===== config.mk =====
export PLATFORM = sky130hd
export DESIGN_NAME = ata_identify_classifier_unit
export DESIGN_NICKNAME = d
export VERILOG_FILES = /design/src/rtl/ataic_pkg.sv /design/src/rtl/ataic_classify.sv /design/src/rtl/ata_identify_classifier_unit.sv
export SDC_FILE = /design/constraint.sdc
export NUM_CORES = 1
export LEC_CHECK = 0
export BUFFER_PORTS_ARGS = -buffer_cell sky130_fd_sc_hd__clkbuf_2
export CORE_MARGIN = 2
export CORE_UTILIZATION = 45
export DETAILED_ROUTE_END_ITERATION = 8
export PLACE_DENSITY = 0.67
export SLEW_MARGIN = 10
export SYNTH_ARGS = -nofsm -noshare
export SYNTH_HDL_FRONTEND = slang
export SYNTH_SLANG_ARGS = --single-unit

===== constraint.sdc =====
create_clock -name clk_i -period 7.5 [get_ports clk_i]
set_input_delay 1.875 -clock clk_i [delete_from_list [all_inputs] [get_ports clk_i]]
set_output_delay 1.875 -clock clk_i [all_outputs]
set_load 0.01 [all_outputs]

===== src/rtl/ataic_pkg.sv =====
`default_nettype none

package ataic_pkg;

  // Identify block geometry
  localparam int unsigned IdWords   = 256;
  localparam int unsigned IdxW      = $clog2(IdWords);

  // Identify word positions that are captured, and the last word position
  localparam logic [IdxW-1:0] WordCaps    = IdxW'(53);
  localparam logic [IdxW-1:0] WordLba28Lo = IdxW'(60);
  localparam logic [IdxW-1:0] WordLba28Hi = IdxW'(61);
  localparam logic [IdxW-1:0] WordMwdmaA  = IdxW'(62);
  localparam logic [IdxW-1:0] WordMwdmaB  = IdxW'(63);
  localparam logic [IdxW-1:0] WordCmdSet  = IdxW'(83);
  localparam logic [IdxW-1:0] WordUdma    = IdxW'(88);
  localparam logic [IdxW-1:0] WordLba48_0 = IdxW'(100);
  localparam logic [IdxW-1:0] WordLba48_1 = IdxW'(101);
  localparam logic [IdxW-1:0] WordLba48_2 = IdxW'(102);
  localparam logic [IdxW-1:0] WordLba48_3 = IdxW'(103);
  localparam logic [IdxW-1:0] WordLast    = IdxW'(IdWords - 1);

  // Signature bytes
  localparam logic [7:0] SigAtapiMid = 8'h14;
  localparam logic [7:0] SigAtapiHigh = 8'hEB;
  localparam logic [7:0] SigSataMid  = 8'h3C;
  localparam logic [7:0] SigSataHigh = 8'hC3;

  // Bit positions
  localparam int unsigned StatusErrBit = 0;
  localparam int unsigned Lba48Bit     = 10;

  typedef enum logic {
    ReqProbe = 1'b0,
    ReqData  = 1'b1
  } req_type_e;

  typedef enum logic [1:0] {
    DriveNone  = 2'd0,
    DriveAta   = 2'd1,
    DriveAtapi = 2'd2,
    DriveSata  = 2'd3
  } drive_type_e;

  typedef struct packed {
    logic [1:0]  slot;
    drive_type_e drive_type;
    logic        udma_active;
    logic        dma_active;
    logic        lba28_supported;
    logic        lba48_supported;
    logic [63:0] max_sector;
  } result_t;

endpackage

`default_nettype wire


===== src/rtl/ataic_classify.sv =====
`default_nettype none

module ataic_classify
  import ataic_pkg::*;
(
  input  wire logic        clk_i,
  input  wire logic        rst_ni,
  input  wire logic        fire_i,
  input  wire logic        req_type_i,
  input  wire logic [1:0]  drive_slot_i,
  input  wire logic [7:0]  first_status_i,
  input  wire logic [7:0]  sig_mid_i,
  input  wire logic [7:0]  sig_high_i,
  input  wire logic [7:0]  ready_status_i,
  input  wire logic [15:0] data_word_i,
  output logic             res_valid_o,
  output result_t          res_o
);

  logic            collecting_q, collecting_d;
  logic [IdxW-1:0] word_index_q, word_index_d;
  logic [1:0]      slot_held_q, slot_held_d;
  logic [1:0]      caps_q, caps_d;
  logic            udma_seen_q, udma_seen_d;
  logic            mwdma_seen_q, mwdma_seen_d;
  logic            lba48_flag_q, lba48_flag_d;
  logic [31:0]     lba28_q, lba28_d;
  logic [63:0]     lba48_q, lba48_d;
  logic            hi_byte_set;
  logic            lba28_nz;

  assign hi_byte_set = (data_word_i[15:8] != 8'h00);
  assign lba28_nz    = (lba28_d != 32'd0);

  // Classify probes, capture identify words, build the result
  always_comb begin
    collecting_d = collecting_q;
    word_index_d = word_index_q;
    slot_held_d  = slot_held_q;
    caps_d       = caps_q;
    udma_seen_d  = udma_seen_q;
    mwdma_seen_d = mwdma_seen_q;
    lba48_flag_d = lba48_flag_q;
    lba28_d      = lba28_q;
    lba48_d      = lba48_q;
    res_valid_o  = 1'b0;
    res_o        = '0;
    res_o.slot   = drive_slot_i;
    res_o.drive_type = DriveNone;

    if (fire_i) begin
      if (req_type_i == ReqProbe) begin
        // Drop any unfinished collection and start over
        collecting_d = 1'b0;
        word_index_d = '0;
        caps_d       = '0;
        udma_seen_d  = 1'b0;
        mwdma_seen_d = 1'b0;
        lba48_flag_d = 1'b0;
        lba28_d      = '0;
        lba48_d      = '0;
        slot_held_d  = drive_slot_i;
        res_valid_o  = 1'b1;
        if (first_status_i != 8'h00) begin
          if (sig_mid_i != 8'h00 || sig_high_i != 8'h00) begin
            if (sig_mid_i == SigAtapiMid && sig_high_i == SigAtapiHigh) begin
              res_o.drive_type = DriveAtapi;
            end else if (sig_mid_i == SigSataMid && sig_high_i == SigSataHigh) begin
              res_o.drive_type = DriveSata;
            end
          end else if (!ready_status_i[StatusErrBit]) begin
            collecting_d = 1'b1;
            res_valid_o  = 1'b0;
          end
        end
      end else if (collecting_q) begin
        // Capture the words of interest
        unique case (word_index_q)
          WordCaps:    caps_d = data_word_i[2:1];
          WordLba28Lo: lba28_d[15:0] = data_word_i;
          WordLba28Hi: lba28_d[31:16] = data_word_i;
          WordMwdmaA,
          WordMwdmaB:  mwdma_seen_d = mwdma_seen_q | hi_byte_set;
          WordCmdSet:  lba48_flag_d = data_word_i[Lba48Bit];
          WordUdma:    udma_seen_d = hi_byte_set;
          WordLba48_0: lba48_d[15:0] = data_word_i;
          WordLba48_1: lba48_d[31:16] = data_word_i;
          WordLba48_2: lba48_d[47:32] = data_word_i;
          WordLba48_3: lba48_d[63:48] = data_word_i;
          default: ;
        endcase

        // Report after the last word
        if (word_index_q == WordLast) begin
          res_valid_o           = 1'b1;
          res_o.slot            = slot_held_q;
          res_o.drive_type      = DriveAta;
          res_o.udma_active     = caps_d[1] & udma_seen_d;
          res_o.dma_active      = caps_d[0] & mwdma_seen_d;
          res_o.lba28_supported = lba28_nz;
          res_o.lba48_supported = lba48_flag_d;
          if (lba28_nz) begin
            res_o.max_sector = {32'd0, lba28_d};
          end else if (lba48_flag_d) begin
            res_o.max_sector = lba48_d;
          end
          collecting_d = 1'b0;
          word_index_d = '0;
        end else begin
          word_index_d = word_index_q + IdxW'(1);
        end
      end
    end
  end

  // Hold collection state
  always_ff @(posedge clk_i or negedge rst_ni) begin
    if (!rst_ni) begin
      collecting_q <= 1'b0;
      word_index_q <= '0;
      slot_held_q  <= '0;
      caps_q       <= '0;
      udma_seen_q  <= 1'b0;
      mwdma_seen_q <= 1'b0;
      lba48_flag_q <= 1'b0;
      lba28_q      <= '0;
      lba48_q      <= '0;
    end else begin
      collecting_q <= collecting_d;
      word_index_q <= word_index_d;
      slot_held_q  <= slot_held_d;
      caps_q       <= caps_d;
      udma_seen_q  <= udma_seen_d;
      mwdma_seen_q <= mwdma_seen_d;
      lba48_flag_q <= lba48_flag_d;
      lba28_q      <= lba28_d;
      lba48_q      <= lba48_d;
    end
  end

endmodule

`default_nettype wire


===== src/rtl/ata_identify_classifier_unit.sv =====
`default_nettype none

// Channel | Direction | Handshake               | Word
// --------+-----------+-------------------------+------------------------------------
// in      | input     | in_valid_i / in_stall_o | probe response or one identify word
// out     | output    | out_valid_o/out_stall_i | drive classification
//
// One word is taken per cycle while in_stall_o is low; a word is held in
// the input register, its result in the result register. The capture path
// is a single index decode plus a 32-bit zero test and a 64-bit select.
// Reset clears both stage valids and all collection state.
// A stalled result stalls input only when the input register also holds a word.

module ata_identify_classifier_unit
  import ataic_pkg::*;
(
  input  wire logic        clk_i,
  input  wire logic        rst_ni,
  input  wire logic        in_valid_i,
  output logic             in_stall_o,
  input  wire logic        req_type_i,
  input  wire logic [1:0]  drive_slot_i,
  input  wire logic [7:0]  first_status_i,
  input  wire logic [7:0]  sig_mid_i,
  input  wire logic [7:0]  sig_high_i,
  input  wire logic [7:0]  ready_status_i,
  input  wire logic [15:0] data_word_i,
  output logic             out_valid_o,
  input  wire logic        out_stall_i,
  output logic [1:0]       result_slot_o,
  output logic [1:0]       drive_type_o,
  output logic             udma_active_o,
  output logic             dma_active_o,
  output logic             lba28_supported_o,
  output logic             lba48_supported_o,
  output logic [63:0]      max_sector_o
);

  logic        in_valid_q, in_valid_d;
  logic        req_type_q;
  logic [1:0]  drive_slot_q;
  logic [7:0]  first_status_q;
  logic [7:0]  sig_mid_q;
  logic [7:0]  sig_high_q;
  logic [7:0]  ready_status_q;
  logic [15:0] data_word_q;
  logic        advance;
  logic        in_take;
  logic        res_valid;
  result_t     res;
  logic        out_valid_q, out_valid_d;
  result_t     out_q;

  // Advance the held word when the result register can take a result
  assign advance    = in_valid_q && (!out_valid_q || !out_stall_i);
  assign in_stall_o = in_valid_q && !advance;
  assign in_take    = in_valid_i && !in_stall_o;
  assign in_valid_d = in_take || (in_valid_q && !advance);

  always_ff @(posedge clk_i or negedge rst_ni) begin
    if (!rst_ni) begin
      in_valid_q <= 1'b0;
    end else begin
      in_valid_q <= in_valid_d;
    end
  end

  // Capture the input word
  always_ff @(posedge clk_i) begin
    if (in_take) begin
      req_type_q     <= req_type_i;
      drive_slot_q   <= drive_slot_i;
      first_status_q <= first_status_i;
      sig_mid_q      <= sig_mid_i;
      sig_high_q     <= sig_high_i;
      ready_status_q <= ready_status_i;
      data_word_q    <= data_word_i;
    end
  end

  ataic_classify u_classify (
    .clk_i          (clk_i),
    .rst_ni         (rst_ni),
    .fire_i         (advance),
    .req_type_i     (req_type_q),
    .drive_slot_i   (drive_slot_q),
    .first_status_i (first_status_q),
    .sig_mid_i      (sig_mid_q),
    .sig_high_i     (sig_high_q),
    .ready_status_i (ready_status_q),
    .data_word_i    (data_word_q),
    .res_valid_o    (res_valid),
    .res_o          (res)
  );

  // Load a new result or drop the one taken
  always_comb begin
    out_valid_d = out_valid_q;
    if (advance && res_valid) begin
      out_valid_d = 1'b1;
    end else if (!out_stall_i) begin
      out_valid_d = 1'b0;
    end
  end

  always_ff @(posedge clk_i or negedge rst_ni) begin
    if (!rst_ni) begin
      out_valid_q <= 1'b0;
    end else begin
      out_valid_q <= out_valid_d;
    end
  end

  always_ff @(posedge clk_i) begin
    if (advance && res_valid) begin
      out_q <= res;
    end
  end

  assign out_valid_o       = out_valid_q;
  assign result_slot_o     = out_q.slot;
  assign drive_type_o      = out_q.drive_type;
  assign udma_active_o     = out_q.udma_active;
  assign dma_active_o      = out_q.dma_active;
  assign lba28_supported_o = out_q.lba28_supported;
  assign lba48_supported_o = out_q.lba48_supported;
  assign max_sector_o      = out_q.max_sector;

  // Non-ATA results carry no capability bits and no size
  a_non_ata_clear : assert property (@(posedge clk_i) disable iff (!rst_ni)
    out_valid_o && drive_type_o != DriveAta |->
      max_sector_o == 64'd0 && !udma_active_o && !dma_active_o &&
      !lba28_supported_o && !lba48_supported_o)
    else $error("non-ATA result with capability fields set");

  // An LBA28 size is a nonzero 32-bit count
  a_lba28_size : assert property (@(posedge clk_i) disable iff (!rst_ni)
    out_valid_o && lba28_supported_o |->
      max_sector_o[63:32] == 32'd0 && max_sector_o[31:0] != 32'd0)
    else $error("LBA28 result with bad sector count");

  // A result register that is stalled is not overwritten
  a_hold_result : assert property (@(posedge clk_i) disable iff (!rst_ni)
    out_valid_o && out_stall_i |=> out_valid_o && $stable(out_q))
    else $error("stalled result changed");

  // Input stalls only while a word is held
  a_stall_held : assert property (@(posedge clk_i) disable iff (!rst_ni)
    in_stall_o |-> in_valid_q && out_valid_q)
    else $error("input stalled with no held word");

endmodule

`default_nettype wire

==> flow_summary_export.csv <==
group,metric,value,unit
clock_network,cts_hold_buffers,0,
floorplan,design.portCount,129,
setup_path,worstRegToRegCells,10,
synthesis,synth_warnings,0,
layout,fin_area,11900,sq um
setup_path,worst_setup_path_start_kind,"input port",
detailed_routing,firstDrtPassIters,5,
detailed_routing,drt-initial-drc-count,603,
global_routing,gr-total-overflow,0,
synthesis,yosys_register_bits,230,
clock_network,cts-buffers-inserted,26,
detailed_routing,antenna_violating_nets_post_route,0,
clock_network,cts-resized-gates,0,
detailed_routing,post-route-drc-count,0,
sta,setup-violations-final,0,
synthesis,combinational_family_with_the_most_area_after_synthesis,"compound AO/OA/AOI/OAI gates",
detailed_routing,route.final.wire_length,24.3,mm
detailed_routing,routedWlPerCell,19.8,microns
setup_path,arrival,5860,ps
floorplan,num_rows,55,
sta,finClkSkew,16.8,ps
global_routing,antenna_found_initial,0,
sta,timing.fmax,182,MHz
layout,finalNetCount,982,
clock_network,root_buffer,"clkbuf_16",
synthesis,post_synth_and_or_nand_nor_area_fraction,0.103,
min_path,min-delay-path-class,"flip-flop to flip-flop",
layout,nFillCells,1934,
setup_path,r2r-start,"u_classify.word_index_q[0]",
layout,syn_to_final_growth,16.4,%
run,timing.max_cap.violations,0,
clock_network,cts_max_level,1,
synthesis,synth_cell_types,48,
setup_path,path_class,"input port to flip-flop",
floorplan,floorplan.die.height,155,microns
clock_network,post_cts_buffers,0,
power,power_density,243,nW/um^2
synthesis,postSynthCellCount,835,
layout,share_of_final_layout_standard_cells_stronger_than_drive_strength_1,0.209,
detailed_routing,vias,7141,
place,io_buffer_count,121,
sta,worst_slew_margin_rel,0.188,
layout,antenna_cells,0,
setup_path,worstPathRequired,7860,ps
global_routing,grt_pass1_vias,6863,
place,dpl.hpwl,15.6,mm
global_routing,global_route.usage.total,0.203,
clock_network,clk_latency,530,ps
min_path,hold_wc_startpoint,"u_classify.udma_seen_q",
layout,final_common_cell,"nand2_1",
sta,rsz0062_at_grt,"false",
global_routing,maximum_number_of_pins_on_one_net_before_global_route_repair,79,
place,dpl_cell_area,11000,sq um
synthesis,synth-adder-area-share,0.00490,
synthesis,compound_cell_area_share_of_the_yosys_netlist,0.167,
clock_network,clock_transition_at_the_register_clock_pins_on_the_worst_setup_and_hold_paths_after_cts,60,ps
synthesis,synth.avg_cell_area,12.2,sq um
floorplan,initial_core_util,0.454,
floorplan,die_w,155,microns
synthesis,synth.cell_area,10200,sq um
synthesis,postSynthNetCount,894,
synthesis,synth-seq-area-share,0.620,
floorplan,core-area,22500,sq um
detailed_routing,route.detailed.vias_per_inst,5.82,
sta,max_slew.worst_pin.slew,1210,ps
synthesis,post_synth_mux_area_share,0.0700,
clock_network,clockBufferDepth,3,
place,place_congestion,0.882,
min_path,timing.hold.worst_path_depth,2,
setup_path,worst_r2r_endpoint,"max_sector_o[43]",
power,power.ir.vdd_worst,0.227,mV
clock_network,cts_tree,"built",
setup_path,endpoint_type_of_the_worst_setup_path,"flip-flop",
sta,count_of_pins_over_their_slew_limit,0,
status,outcome,"completed",
floorplan,design.die.area,23900,sq um
setup_path,ff2ff_setup_slack,2750,ps
sta,final_critical_path_required_period,5500,ps
setup_path,crit_fanout,41,
power,power.leakage,0.00529,uW
global_routing,wire_length_of_the_first_global_routing_pass,38.9,mm
sta,setup_tns,0,ps
min_path,worstHoldEndpoint,"u_classify.udma_seen_q",
clock_network,clock_sink_count,230,
sta,final_hold_viol_count,0,
sta,finalCritPeriodShare,0.734,
synthesis,synth_xor_xnor_area_share,0,
layout,layout_common_cells,"123 x nand2_1, 120 x clkbuf_2, 116 x edfxtp_1",
cells by family after synthesis:
group	after synthesis
DFF	230
and+or+nand+nor	216
muxes	71
buffers and inverters	86
adders and majority gates	4
AOI/OAI and AO/OA	228
worst max-delay path by stage:
stage | slack (ps) | cells after the start | endpoint | from
6_report | 2000 | 10 | max_sector_o[43] | out_stall_i
5_1_grt | 1900 | 10 | max_sector_o[52] | out_stall_i
4_1_cts | 2110 | 10 | max_sector_o[43] | out_stall_i
3_5_place_dp | 1570 | 10 | max_sector_o[43] | out_stall_i
3_3_place_gp | 1560 | 10 | max_sector_o[43] | out_stall_i
2_1_floorplan | 1270 | 5 | dma_active_o | out_stall_i
area by class of cell:
type                    instances  area (sq um)  share of cell area
clock buffers                  33           708              0.0595
clock inverters                15           201              0.0169
inverters                      13          48.8             0.00410
multi-input cells             519          3550               0.298
flip-flops and latches        230          6340               0.533
well taps                     285           357              0.0300
repair buffers                133           698              0.0587
registers in the layout (all words and copies together) (netlist names), 2 cells and up:
register                 flops
sig_mid_q                    8
u_classify.caps_q            2
u_classify.lba28_q          32
u_classify.word_index_q      8
first_status_q               8
u_classify.lba48_q          64
drive_type_o                 2
max_sector_o                64
data_word_q                 16
result_slot_o                2
sig_high_q                   8
drive_slot_q                 2
u_classify.slot_held_q       2
metrics by stage:
| stage | hold slack, ps | utilization | power, uW | std cells | worst slack [ps] |
|---|---|---|---|---|---|
| detailed placement | 475 | 0.488 | 1580 | 1180 | 1570 |
| finish | 481 | 0.529 | 2890 | 1228 | 2000 |
| floorplan | 449 | - | 1500 | 835 | 1270 |
| CTS | 489 | 0.529 | 2910 | 1228 | 2110 |
| global route | 504 | 0.529 | 2980 | 1228 | 1900 |
| global placement | 464 | 0.488 | 1570 | 1180 | 1560 |
power by group:
group          switching (uW)  internal (uW)  total, uW
Sequential               36.5           1370       1410
Combinational            99.5           43.2        143
Clock                     498            837       1330
Total                     634           2250       2890
Yosys cell counts, drive strengths merged:
library cell | n | area share
a22o | 65 | 0.056
a21o | 3 | 0.0022
or4 | 5 | 0.0037
edfxtp | 116 | 0.34
and4 | 2 | 0.0017
o21ai | 18 | 0.0088
nor4 | 10 | 0.0088
buf | 21 | 0.012
inv | 13 | 0.0048
mux2 | 4 | 0.0044
o22ai | 20 | 0.012
o31ai | 4 | 0.0029
nor4bb | 1 | 0.00098
or2 | 3 | 0.0018
a31oi | 2 | 0.0012
nor2 | 16 | 0.0059
ha | 4 | 0.0049
mux2i | 67 | 0.066
a221oi | 7 | 0.0060
o21a | 1 | 0.00073
and2 | 7 | 0.0043
nand3 | 9 | 0.0049
nor3b | 2 | 0.0015
a221o | 24 | 0.023
or4b | 1 | 0.00098
o32ai | 13 | 0.018
dfrtp | 114 | 0.28
nor3 | 4 | 0.0020
nand4 | 7 | 0.0043
a21oi | 69 | 0.034
a32o | 1 | 0.00098
nand3b | 1 | 0.00073
and3 | 19 | 0.012
nand2 | 123 | 0.045
and4bb | 1 | 0.0012
nor2b | 1 | 0.00061
a21boi | 1 | 0.00073
clkbuf | 52 | 0.019
nand2b | 4 | 0.0024
critical path, cell delays in order:
cell	delay, ps
clkbuf_2	100
nand2_1	80
nand2_1	660
buf_4	440
a221o_1	400
or4_1	480
nor4_4	380
nand4_1	660
buf_4	540
a21oi_1	220
layer usage:
| metal | share of wire | up-vias | global-route usage |
|---|---|---|---|
| li1 | - | 3334 | - |
| met1 | 0.45 | 3451 | 0.306 |
| met2 | 0.44 | 315 | 0.306 |
| met3 | 0.076 | 41 | 0.0319 |
| met4 | 0.025 | 0 | 0.0578 |
| met5 | 0 | - | 0 |
Power figures use the tool's default switching activity.
